<file path="src/design/tcc_pkg.sv">
`timescale 1ns / 1ps
// ----------------------------------------------------------------------------
// Text console cursor engine package
// Command and character codes, operation kinds and the operation record
// that travels from the front end to the back end.
// ----------------------------------------------------------------------------
package tcc_pkg;

  // Command codes of the input channel.
  localparam logic [1:0] CMD_PUT   = 2'd0;
  localparam logic [1:0] CMD_CLEAR = 2'd1;
  localparam logic [1:0] CMD_SET   = 2'd2;
  localparam logic [1:0] CMD_READ  = 2'd3;

  // Control characters recognized by the put command, and the space used for blank cells.
  localparam logic [7:0] CH_BACKSPACE = 8'h08;
  localparam logic [7:0] CH_NEWLINE   = 8'h0A;
  localparam logic [7:0] CH_RETURN    = 8'h0D;
  localparam logic [7:0] CH_SPACE     = 8'h20;

  // Cell written everywhere by the clearing pass after reset.
  localparam logic [15:0] RESET_CELL = 16'h0720;

  // Widest row and column indexes over the supported screen sizes.
  localparam int unsigned ROW_MAX_W = 6;
  localparam int unsigned COL_MAX_W = 7;

  typedef enum logic [2:0] {
    OP_PRINT,
    OP_NEWLINE,
    OP_RETURN,
    OP_BACKSPACE,
    OP_CLEAR,
    OP_SET,
    OP_READ
  } op_kind_e;

  typedef struct packed {
    op_kind_e               kind;
    logic [7:0]             ch;
    logic [ROW_MAX_W-1:0]   row;
    logic [COL_MAX_W-1:0]   col;
  } op_t;

endpackage

</file>
<file path="src/design/tcc_queue.sv">
`timescale 1ns / 1ps
// ----------------------------------------------------------------------------
// Text console operation queue
// Two-entry queue of classified operations between the front and back ends.
// ----------------------------------------------------------------------------
module tcc_queue (
  input  logic          clk_i,
  input  logic          rst_ni,
  input  logic          push_i,
  input  tcc_pkg::op_t  op_i,
  output logic          full_o,
  output logic          valid_o,
  output tcc_pkg::op_t  op_o,
  input  logic          pop_i
);

  localparam int unsigned DEPTH = 2;

  tcc_pkg::op_t entry_q [DEPTH];
  logic         wptr_q, wptr_d;
  logic         rptr_q, rptr_d;
  logic [1:0]   count_q, count_d;

  assign full_o  = (count_q == 2'(DEPTH));
  assign valid_o = (count_q != 2'd0);
  assign op_o    = entry_q[rptr_q];

  always_comb begin
    wptr_d  = wptr_q;
    rptr_d  = rptr_q;
    count_d = count_q;
    if (push_i) begin
      wptr_d = ~wptr_q;
    end
    if (pop_i) begin
      rptr_d = ~rptr_q;
    end
    if (push_i && !pop_i) begin
      count_d = count_q + 2'd1;
    end else if (pop_i && !push_i) begin
      count_d = count_q - 2'd1;
    end
  end

  always_ff @(posedge clk_i or negedge rst_ni) begin
    if (!rst_ni) begin
      wptr_q  <= 1'b0;
      rptr_q  <= 1'b0;
      count_q <= 2'd0;
    end else begin
      wptr_q  <= wptr_d;
      rptr_q  <= rptr_d;
      count_q <= count_d;
    end
  end

  always_ff @(posedge clk_i) begin
    if (push_i) begin
      entry_q[wptr_q] <= op_i;
    end
  end

endmodule

</file>
<file path="config.mk">
export PLATFORM = sky130hd
export DESIGN_NAME = tcc_queue
export DESIGN_NICKNAME = d
export VERILOG_FILES = /design/src/design/tcc_pkg.sv /design/src/design/tcc_queue.sv
export SDC_FILE = /design/constraint.sdc
export NUM_CORES = 1
export LEC_CHECK = 0
export BUFFER_PORTS_ARGS = -buffer_cell sky130_fd_sc_hd__buf_2
export CORE_MARGIN = 2
export CORE_UTILIZATION = 35
export DETAILED_ROUTE_END_ITERATION = 16
export GPL_ROUTABILITY_DRIVEN = 0
export REMOVE_ABC_BUFFERS = 1
export SLEW_MARGIN = 20
export SYNTH_ARGS = -nofsm -noshare
export SYNTH_HDL_FRONTEND = slang
export SYNTH_SLANG_ARGS = --single-unit
export TNS_END_PERCENT = 10
</file>
<file path="constraint.sdc">
create_clock -name clk_i -period 2.7 [get_ports clk_i]
set_clock_uncertainty 0.2 [all_clocks]
set_input_delay 0.54 -clock clk_i [delete_from_list [all_inputs] [get_ports clk_i]]
set_output_delay 0.54 -clock clk_i [all_outputs]
set_load 0.05 [all_outputs]
</file>
## After elaboration in Yosys (flattened, before gate mapping)

Memories as Yosys holds them, arrays and structs flattened.
Cells that the tools add are included.

- Bits in registers: 4
- Latch bits: 0
- Memory bits (writable): 48
- Bits in read-only memories: 0
- Input bits: 28
- Output and inout port bits: 26
- Logic and storage cells: 19
- Memories: 1

Memories:

| memory | words | bits a word | read ports | clocked after Yosys merged registers in | wr ports | RTL line | RTL |
|---|---|---|---|---|---|---|---|
| entry_q | 2 | 24 | 1 | 0 | 1 | tcc_queue.sv:19 | `tcc_pkg::op_t entry_q [DEPTH];` |

- Add/sub/neg operators: 2
- $mul: 0
- Div/mod/pow operators: 0
- Magnitude comparators: 0
- Equality and inequality tests: 1
- Shift operators: 0
- Muxes and demuxes: 4
- Bitwise logic cells: 2
- Reduce and logical (&&, ||, !) cells: 6

Operators with widths:

| operator | count |
|---|---|
| $mux W2 | 2 |
| $reduce_bool A2 Y1 | 2 |
| $add A2 B1 Y2 const B | 1 |
| $eq A2 B2 Y1 const B | 1 |
| $logic_and A1 B1 Y1 | 2 |
| $logic_not A1 Y1 | 2 |
| $mux W1 | 2 |
| $not A1 Y1 | 2 |
| $sub A2 B1 Y2 const B | 1 |

## Longest topological paths before layout

- Depth in word-level cells: 4
- Depth in mapped cells: 5
- Gate-level depth less buffers: 5

## Worst setup path after synthesis

No wires, ideal clock.

- Path kind: input to register
- Start: input push_i
- End: memory entry_q[0][0] in the netlist's numbering (enable)
- Setup time: 408 ps
- Arrival: 1646 ps
- Path slack: 446 ps
- Stages on the path: 1
- Path buffers: 0
- Cells stage by stage: nor2b_1

- Word-level cells in the longest chain between the ends: 2

Ends and longest elaborated chain:

| what | RTL line | RTL |
|---|---|---|
| from (decl) | tcc_queue.sv:9 | `input logic push_i,` |
| $mux W1 | tcc_queue.sv:58 | `if (push_i) begin` |
| $mux W1 (implied by the code) | tcc_queue.sv:59 | `entry_q[wptr_q] <= op_i;` |
| to (decl) | tcc_queue.sv:19 |  |

Every way passes these cells.

==> flow_summary.json <==
{
  "endpoint_kind": "output pin",
  "rows": 27,
  "p_per_area_nw_per_um2": 1220,
  "vias_per_cell": 4.34,
  "syn-cell-area_um2": 2020,
  "ant_nets": 0,
  "grt_pass1_vias": 1052,
  "max_slew_margin_pct": 69.6,
  "hold_start": "op_i[15]",
  "min_path_type": "input pin to register",
  "status": "completed",
  "synthFlopType": "edfxtp_1",
  "cts-root-buf": "clkbuf_8",
  "numCtsBuffers": 5,
  "cts_tree": "done",
  "cts_max_level": 2,
  "yosys_warnings": 0,
  "drive_gt1_share_pct": 59.1,
  "crit_start": "rptr_q",
  "cap_violations": 0,
  "clk_latency_ns": 0.30,
  "tightest_slew_ns": 0.453,
  "grt_overflow_total": 0,
  "cp.required_ns": 1.96,
  "vias": 980,
  "post-route-period-util_pct": 83.6,
  "die-area_um2": 6400,
  "wire_per_inst_um": 14.1,
  "fin_area_um2": 2520,
  "ys_types": 14,
  "dp_cells": 217,
  "min_period_ns": 2.26,
  "clk_pin_slew_worst_paths_ns": 0.09,
  "rsz0062_at_grt": "no",
  "start_util_pct": 36.5,
  "cp_max_fo": 24,
  "drc_errors": 0,
  "hold_viol_final": 0,
  "core_area_um2": 5540,
  "antenna_found_initial": 0,
  "cts_resized": 0,
  "worstRegToRegCells": 2,
  "fmax_mhz": 443,
  "multi_input_area_um2": 429,
  "port_buffers": 53,
  "async_reset_ff_share_pct": 7.69,
  "syn_avg_cell_area_um2": 22.2,
  "cts_buffer_depth": 2,
  "layout.cells.non_filler": 226,
  "reg2reg_slack_ns": 1.08,
  "dpl.hpwl_um": 2220,
  "num_antenna_cells": 0,
  "cts.sinks": 52,
  "synth-edff-count": 48,
  "syn_inst": 91,
  "peakVddDrop_mv": 0.512,
  "drt_iter0_drc": 51,
  "ios": 54,
  "p_leak_nw": 1.03,
  "arrival_ns": 1.52,
  "final_nets": 182,
  "die-width_um": 80.0,
  "slew_violations": 0,
  "endpoint": "op_o[23]",
  "rr_endpoint": "entry_q[0][17]",
  "setup_viol": 0,
  "nFillCells": 506,
  "syn_to_final_growth_pct": 24.6,
  "crit_type": "register to output pin",
  "synth-seq-cells": 52,
  "seq_area_frac_synth_pct": 76.2,
  "die_h_um": 80.0,
  "start_kind": "register",
  "finalSetupTns_ns": 0,
  "finalWirelength_um": 3190,
  "layout.area.seq_um2": 1540,
  "r2r-start": "wptr_q",
  "grt_pass1_wl_um": 4820,
  "placed_area_um2": 2370,
  "track_usage_pct": 10.3,
  "grt_max_degree": 25,
  "fin_hold_ws_ns": 0.223,
  "first_pass_iters": 4,
  "fin_util_pct": 45.5
}
sequential cells by signal, indices dropped and copies added, names as in the netlist:
| name | count |
|---|---|
| entry_q | 48 |
| wptr_q | 1 |
| rptr_q | 1 |
| count_q | 2 |
per-layer routing:
layer	wire [um]	part of all wire, %	vias up	global-route usage [%]
met1	1120	35	475	10.2
li1	-	-	469	-
met3	241	7.6	4	2.71
met4	26	0.81	0	5.59
met2	1800	56	32	19.3
met5	0	0	-	0
area by class of cell:
type | instances | share of cell area [%]
Clock buffer | 5 | 2.73
Clock inverter | 3 | 2.73
Inverter | 1 | 0.149
Multi-Input combinational cell | 35 | 17.0
Sequential cell | 52 | 61.2
Tap cell | 72 | 3.57
Timing Repair Buffer | 58 | 12.6
Yosys cell counts, types with 2 or more instances:
| cell type | instances | area [um^2] |
|---|---|---|
| mux2_4 | 19 | 285 |
| buf_12 | 2 | 40.0 |
| xor2_1 | 4 | 35.0 |
| mux2_2 | 5 | 56.3 |
| nor2b_1 | 2 | 12.5 |
| dfrtp_1 | 4 | 100 |
| edfxtp_1 | 48 | 1440 |
placed cells by master (no fill, tap or decap):
cell and count:
nor2b_1 1, xor2_1 4, inv_1 1, dlygate4sd3_1 1, ha_1 1, buf_12 1, edfxtp_1 48, buf_2 53
or2_2 1, nor2b_2 1, mux2_4 19, bufinv_16 2, clkbuf_8 5, buf_4 3, dfrtp_1 4, inv_6 1
xnor2_1 1, nor2_1 1, mux2_2 5, and2_1 1
repair_timing:
item	in CTS	in global routing
endpoints found under the setup margin	0	0
buffers inserted	0	0
hold endpoints to repair	4	0
hold buffers	1	0
critical path, cell delays in order, from the launching register on:
cell     delay [ns]
dfrtp_1        0.42
buf_12         0.23
mux2_2         0.35
buf_2          0.21
stage by stage:
stage | power, mW | setup slack [ns]
global placement | 2.48 | 0.788
global route | 3.23 | 0.374
CTS | 3.13 | 0.417
floorplan | 2.21 | 0.389
detailed placement | 2.50 | 0.769
finish | 3.09 | 0.444
report_power, final:
group          internal [mW]  switching (mW)
Combinational          0.438           0.885
Sequential              1.07          0.0642
Clock                  0.373           0.251
worst min path at each step:
| stage | endpoint | slack, ns | cells after the start |
|---|---|---|---|
| 2_1_floorplan | count_q[0] | 0.04 | 0 |
| 3_5_place_dp | count_q[0] | 0.15 | 1 |
| 5_1_grt | entry_q[1][0] | 0.20 | 1 |
| 6_report | entry_q[1][15] | 0.22 | 1 |
| 4_1_cts | entry_q[0][5] | 0.21 | 1 |
| 3_3_place_gp | count_q[1] | 0.15 | 1 |
logic make-up after synthesis:
group	Yosys count	share of synthesized area (%)
fa+ha+maj	1	0.618
flops	52	76.2
simple gates	5	1.42
xor+xnor	5	2.16
mux	24	16.9
buf+inv	4	2.72
(Power assumes the default switching activity.)
