`src/design/tcc_pkg.sv`:
```
`timescale 1ns / 1ps
// ----------------------------------------------------------------------------
// Text console cursor engine package
// Command and character codes, operation kinds and the operation record
// that travels from the front end to the back end.
// ----------------------------------------------------------------------------
package tcc_pkg;

  // Command codes of the input channel.
  localparam logic [1:0] CMD_PUT   = 2'd0;
  localparam logic [1:0] CMD_CLEAR = 2'd1;
  localparam logic [1:0] CMD_SET   = 2'd2;
  localparam logic [1:0] CMD_READ  = 2'd3;

  // Control characters recognized by the put command, and the space used for blank cells.
  localparam logic [7:0] CH_BACKSPACE = 8'h08;
  localparam logic [7:0] CH_NEWLINE   = 8'h0A;
  localparam logic [7:0] CH_RETURN    = 8'h0D;
  localparam logic [7:0] CH_SPACE     = 8'h20;

  // Cell written everywhere by the clearing pass after reset.
  localparam logic [15:0] RESET_CELL = 16'h0720;

  // Widest row and column indexes over the supported screen sizes.
  localparam int unsigned ROW_MAX_W = 6;
  localparam int unsigned COL_MAX_W = 7;

  typedef enum logic [2:0] {
    OP_PRINT,
    OP_NEWLINE,
    OP_RETURN,
    OP_BACKSPACE,
    OP_CLEAR,
    OP_SET,
    OP_READ
  } op_kind_e;

  typedef struct packed {
    op_kind_e               kind;
    logic [7:0]             ch;
    logic [ROW_MAX_W-1:0]   row;
    logic [COL_MAX_W-1:0]   col;
  } op_t;

endpackage

```
`src/design/tcc_front.sv`:
```
`timescale 1ns / 1ps
// ----------------------------------------------------------------------------
// Text console front end
// Accepts command transactions, classifies them into operation kinds and
// clamps the target row and column before they enter the queue.
// ----------------------------------------------------------------------------
module tcc_front #(
  parameter int unsigned COLUMNS = 80,
  parameter int unsigned ROWS    = 25
) (
  input  logic             in_valid_i,
  output logic             in_stall_o,
  input  logic [1:0]       command_i,
  input  logic [7:0]       character_i,
  input  logic [6:0]       target_row_i,
  input  logic [7:0]       target_col_i,
  input  logic             q_full_i,
  input  logic             init_busy_i,
  output logic             push_o,
  output tcc_pkg::op_t     op_o
);

  localparam logic [6:0] ROW_LIM = 7'(ROWS - 1);
  localparam logic [7:0] COL_LIM = 8'(COLUMNS - 1);

  logic [6:0] row_c;
  logic [7:0] col_c;

  // Negative targets go to zero, large ones to the last row or column.
  always_comb begin
    if (target_row_i[6]) begin
      row_c = '0;
    end else if ({1'b0, target_row_i[5:0]} > ROW_LIM) begin
      row_c = ROW_LIM;
    end else begin
      row_c = {1'b0, target_row_i[5:0]};
    end
    if (target_col_i[7]) begin
      col_c = '0;
    end else if ({1'b0, target_col_i[6:0]} > COL_LIM) begin
      col_c = COL_LIM;
    end else begin
      col_c = {1'b0, target_col_i[6:0]};
    end
  end

  always_comb begin
    op_o.ch  = character_i;
    op_o.row = row_c[tcc_pkg::ROW_MAX_W-1:0];
    op_o.col = col_c[tcc_pkg::COL_MAX_W-1:0];
    unique case (command_i)
      tcc_pkg::CMD_PUT: begin
        unique case (character_i)
          tcc_pkg::CH_NEWLINE:   op_o.kind = tcc_pkg::OP_NEWLINE;
          tcc_pkg::CH_RETURN:    op_o.kind = tcc_pkg::OP_RETURN;
          tcc_pkg::CH_BACKSPACE: op_o.kind = tcc_pkg::OP_BACKSPACE;
          default:               op_o.kind = tcc_pkg::OP_PRINT;
        endcase
      end
      tcc_pkg::CMD_CLEAR: op_o.kind = tcc_pkg::OP_CLEAR;
      tcc_pkg::CMD_SET:   op_o.kind = tcc_pkg::OP_SET;
      default:            op_o.kind = tcc_pkg::OP_READ;
    endcase
  end

  assign in_stall_o = q_full_i | init_busy_i;
  assign push_o     = in_valid_i & ~in_stall_o;

endmodule

```
`config.mk`:
```
export PLATFORM = sky130hd
export DESIGN_NAME = tcc_front
export DESIGN_NICKNAME = d
export VERILOG_FILES = /design/src/design/tcc_pkg.sv /design/src/design/tcc_front.sv
export SDC_FILE = /design/constraint.sdc
export NUM_CORES = 1
export LEC_CHECK = 0
export BUFFER_PORTS_ARGS = -buffer_cell sky130_fd_sc_hd__buf_2
export CAP_MARGIN = 20
export CORE_AREA = 2 2 39 41
export DETAILED_ROUTE_END_ITERATION = 6
export DIE_AREA = 0 0 41 43
export GPL_ROUTABILITY_DRIVEN = 0
export MAX_ROUTING_LAYER = met4
export PLACE_DENSITY = 0.75
export SETUP_SLACK_MARGIN = 0.3
export SLEW_MARGIN = 25
export SYNTH_ARGS = -nofsm -noshare
export SYNTH_HDL_FRONTEND = slang
export SYNTH_SLANG_ARGS = --single-unit
```
`constraint.sdc`:
```
create_clock -name vclk -period 1.8
set_clock_uncertainty 0.1 [all_clocks]
set_input_delay 0.36 -clock vclk [all_inputs]
set_output_delay 0.36 -clock vclk [all_outputs]
set_load 0.01 [all_outputs]
```
After elaboration in Yosys (flattened, before gate mapping)
Index checks and enable logic that the tools add are counted.
{"block": "word_totals", "regBits": 0, "input_bits": 28, "out_inout_bits": 26, "wordCells": 17}
{"block": "classes", "magnitude_cmp": 2, "n_eq_ne": 5, "n_mux": 6, "bitwise": 3, "n_reduce_logical": 1}
{"cell": "8-bit by 4-bit equality test with 1-bit output (second input constant)", "count": 3}
{"cell": "7-bit 2-to-1 mux", "count": 2}
{"cell": "6-bit 2-to-1 mux", "count": 2}
{"cell": "3-bit one-hot mux with 3 select lines", "count": 1}
{"cell": "7-bit > comparator (second input constant)", "count": 1}
{"cell": "6-bit by 5-bit > comparator with 1-bit output (second input constant)", "count": 1}
{"cell": "2-bit one-hot mux with 3 select lines", "count": 1}
{"cell": "2-bit by 1-bit equality test with 1-bit output (second input constant)", "count": 1}
{"cell": "2-bit equality test (second input constant)", "count": 1}
{"cell": "2-bit zero test", "count": 1}
{"cell": "1-bit bitwise AND", "count": 1}
{"cell": "1-bit inverter", "count": 1}
{"cell": "1-bit OR", "count": 1}

Longest topological paths before layout
Gate-level depths: netlist of run 1.
{"block": "depth", "word_depth": 3, "depth_mapped": 4, "mapped_depth_nobuf": 4}

Worst setup path before layout of run 1
OpenSTA, ideal clock, no wires.
{"block": "synth_path", "kind": "input to output", "from": "in command_i[0]", "to": "out op_o[22] in the netlist's numbering", "arrival_time_ns": 1.399, "required_ns": 1.340, "path_slack_ns": -0.059, "cell_stages": 4, "n_path_buf": 0, "cell_sequence": "inv_1 ha_1 or4b_4 o41ai_2"}
{"element": "from (decl)", "line_no": "tcc_front.sv:13", "source": "input logic [1:0] command_i,"}
{"element": "to (decl)", "line_no": "tcc_front.sv:20", "source": "output tcc_pkg::op_t op_o"}

==> out/summary.txt, run 1 <==
Final Worst Setup Slack: -222.9 ps
Worst VDD drop: 0.07512 mV
Hold Path Depth: 2
P_leak: 0.3833 nW
leading area contributor after synthesis: buf_4
IO Count: 54
DRT iter0 DRCs: 2
FILL cells: 141
Sequential cell area: 0 µm²
CLK BUF: 0
Final Setup Violations: 2
num sequential: 0
die width: 41 µm
DRC: 0
row count: 14
placed wire-length estimate: 779 µm
layout cells sized above 1: 0.7097
Crit Path Max Fanout: 2
period utilization: 1.124
HP Class: in2out
post-synth top area share: 0.2288
cell area after layout: 648.1 µm²
number of global-route vias before repair: 352
Area Growth Syn to Fin: 119.5%
YS warnings: 0
critical path capture point type: output pin
Crit path arrival time: 1560 ps
Routed WL: 896 µm
first-pass GRT wire length: 1186 µm
PortBufs: 53
Worst Path Required: 1340 ps
violated checks: setup timing
synth unique cells: 18
maxcap violations: 0
Fin Hold WS: 820.6 ps
worst setup path class: in2out
status: complete, but fails checks
largest cells by area after synthesis: buf_4 23%, inv_1 10%, ha_1 8.5%
Net Count, Synth: 76
post-synthesis cell count: 46
routed len/inst: 8.220 µm
RSZ-0062 raised after global routing: yes
Seq/Total Area, Yosys: 0
via count: 453
Post-DRT Antenna Nets: 0
Avg Inst Size Synth: 6.419 µm²
initial antenna violation count: 0
Final Max Slew Viols: 0
die area: 1763 µm²
Core Area: 1384 µm²
vias per cell: 4.156
TritonRoute pass-1 iters: 4
Initial Utilization: 0.2134
post-layout min period: 2023 ps
fmax: 494.3 MHz
Pwr Density: 225.0 nW/µm²
antenna cells: 0
gr ovfl total: 0
Critical Path Source Type: input pin
Vert. Die Dim: 43 µm
post-synthesis cell area: 295.3 µm²
Nets: 125
final hold vios: 0
largest net degree at the start of global routing: 8
global-route usage over all layers: 0.08905
Placed Area: 583.1 µm²
Multi-input gate area: 251.5 µm²
==> metrics by stage <==
stage	setup slack [ps]	total power, mW	util	std cells	setup TNS (ps)
floorplan	8.349	0.07323	-	46	0
global placement	-290.5	0.1297	0.4213	108	-446.6
detailed placement	-302.8	0.1324	0.4213	108	-495.5
CTS	-286.5	0.1397	0.4448	109	-530.8
global route	-249.6	0.1628	0.4684	109	-492.4
finish	-222.9	0.1458	0.4684	109	-445.6
==> placed cells by master, fill, tap and decap left out <==
master    count
buf_4         2
nor2_1        5
nor2b_1       1
or3_1         1
a211oi_4      1
buf_2        49
o31ai_4       1
inv_12        1
ha_4          1
buf_8         1
buf_12        1
nand2b_1      2
conb_1        1
a21oi_1       4
o21ai_2       1
and2_1        3
inv_6         1
o41ai_4       1
or2_2         2
xor2_1        1
ha_1          1
inv_1         6
or4b_4        1
nor3b_1       2
buf_6         3
==> synthesized netlist by cell type, drive strengths merged <==
library cell,n
inv,8
nor2b,1
o41ai,1
o31ai,1
o21ai,1
buf,9
xor2,1
or4b,1
a21oi,4
a211oi,1
nor3b,2
ha,2
or3,1
or2,2
nand2b,2
and2,3
conb,1
nor2,5
==> critical path, cell delays in order <==
cell and delay [ps]:
buf_12 110, inv_12 40, ha_4 110, or4b_4 480, o41ai_4 280, buf_2 180
==> worst paths after layout <==
kind,start,endpoint,slack [ps]
min,character_i[3],op_o[16],820
max,command_i[0],op_o[22],-220
==> kinds of logic (layout without fill, tap and decap cells) <==
family | after synthesis | in the layout | synth area share
buffers and inverters | 17 | 64 | 0.3305
AOI/OAI and AO/OA | 8 | 8 | 0.1907
other | 1 | 1 | 0.01270
xor gates and xnor gates | 1 | 1 | 0.02967
adders and majority gates | 2 | 2 | 0.08473
and+or+nand+nor | 17 | 17 | 0.3517
==> cell type report <==
type               instances  area share
well taps                 16     0.03089
multi-input cells         29      0.3880
repair buffers            56      0.5077
inverters                  8     0.07336
==> routing by layer <==
layer / global-route usage / wire, µm / share of wire
met5: - / 0 / 0
met4: 0 / 0 / 0
met3: 0 / 119 / 0.13
met2: 0.2031 / 509 / 0.57
met1: 0.06962 / 267 / 0.30
==> power breakdown <==
group          leakage [nW]  switching [mW]  internal [mW]
sequential                0               0              0
clock                     0               0              0
combinational         0.383          0.0688         0.0771
total                 0.383          0.0688         0.0771
==> timing repair <==
item                       in CTS  in global routing
setup endpoints to repair       9                  9
hold endpoints to repair        0                  0
hold buffers                    0                  0
buffers inserted                1                  0
pin swaps                       2                  4
gates cloned                    0                  0
gates resized for setup         8                  7
No activity file was read; power rests on OpenSTA's default activity.
==> inputs of run 2 (changes only) <==
- clock period: 1.8 -> 2.6 ns (I/O delays scaled with it)
==> run 2 against run 1 <==
Critical path type unchanged; worst setup slack improved by 510 ps; the run now ends clean; global-route usage increased by 2.4 points; critical path depth unchanged; hold slack improved by 320 ps; non-clock buffer count down 2; count of clock-buffer cells in the layout stayed put; cell area down 13%; combinational power shrank 40%; sequential share of layout area unchanged.
==> out/summary.txt, run 2 (same netlist as run 1, synthesis figures left out) <==
vias per cell: 4.262
Worst VDD drop: 0.05711 mV
number of global-route vias before repair: 434
layout cells sized above 1: 0.6703
cts hold-fix bufs: 0
PortBufs: 53
row count: 14
global-route usage over all layers: 0.1126
Critical Path Source Type: input pin
FILL cells: 137
RSZ-0062 raised after global routing: yes
Power Total: 87.78 µW
die width: 41 µm
Post-DRT Antenna Nets: 0
first-pass GRT wire length: 1469 µm
antenna cells: 0
DRC: 0
Crit Path Max Fanout: 2
gr ovfl total: 0
worst setup path class: in2out
fmax: 431.6 MHz
Final Max Slew Viols: 0
HP Class: in2out
P_leak: 0.3461 nW
num sequential: 0
Placed Area: 513.0 µm²
Nets: 123
die area: 1763 µm²
Core Area: 1384 µm²
cell area after layout: 563.0 µm²
DRT iter0 DRCs: 0
fin util: 0.4069
placed wire-length estimate: 788.5 µm
TritonRoute pass-1 iters: 1
CLK BUF: 0
post-layout min period: 2317 ps
largest net degree at the start of global routing: 8
Critical path origin: command_i[0]
final hold vios: 0
most common cell after layout, fill and taps aside: buf_2
Worst Path Required: 1980 ps
Vert. Die Dim: 43 µm
Sequential cell area: 0 µm²
maxcap violations: 0
crit path to: op_o[22]
final setup TNS: 0 ps
Initial Utilization: 0.2134
period utilization: 0.8912
Pwr Density: 155.9 nW/µm²
Crit path arrival time: 1700 ps
routed len/inst: 8.533 µm
Area Growth Syn to Fin: 90.68%
Final Setup Violations: 0
initial antenna violation count: 0
critical path capture point type: output pin
commonest cells after routing, fill and taps aside: 51 x buf_2, 6 x inv_1, 5 x nor2_1, 4 x a21oi_1, 3 x and2_1
via count: 456
IO Count: 54
Routed WL: 913 µm
status: finished clean
-- run 2: stage by stage --
| stage | instances | hold WS (ps) | setup slack (ps) |
|---|---|---|---|
| after floorplan | 46 | 984.1 | 421.3 |
| after CTS | 107 | 1138 | 224.6 |
| after global routing | 107 | 1152 | 243.1 |
| final | 107 | 1140 | 282.9 |
| after global placement | 106 | 1138 | 243.6 |
| after detailed placement | 106 | 1136 | 214.0 |
-- run 2: metal layers --
metal,global-route usage,wire length [µm],up-vias
li1,-,-,229
met2,0.2438,505,32
met1,0.09494,315,195
met4,0,0,0
met3,0.01047,92,0
met5,-,0,-
-- run 2: final cells by class --
class | instances | area [µm²] | share of cell area
inverter | 8 | 40.04 | 0.07111
multi-input combinational | 29 | 210.2 | 0.3733
tap | 16 | 20.02 | 0.03556
timing repair buffer | 54 | 292.8 | 0.5200
-- run 2: repair_timing --
action | in CTS | in global routing
resized for setup | 9 | 3
setup endpoints to repair | 2 | 2
buffers inserted | 1 | 0
pin swaps | 2 | 2
-- run 2: worst max-delay path: stages --
cell	delay [ps]
buf_8	100
inv_6	50
ha_4	120
or4b_4	460
o41ai_2	260
buf_2	170
-- run 2: how the worst min path moves through the flow --
stage,startpoint,end,slack (ps),cells after the start
2_1_floorplan,target_col_i[7],op_o[0],980,1
3_3_place_gp,character_i[5],op_o[18],1140,2
3_5_place_dp,character_i[5],op_o[18],1140,2
4_1_cts,character_i[5],op_o[18],1140,2
5_1_grt,character_i[4],op_o[17],1150,2
6_report,character_i[5],op_o[18],1140,2
-- run 2: power by group --
group          total, mW  internal [mW]  switching [mW]  leakage [nW]
Sequential             0              0               0             0
Clock                  0              0               0             0
Combinational     0.0878         0.0456          0.0422         0.346
Total             0.0878         0.0456          0.0422         0.346
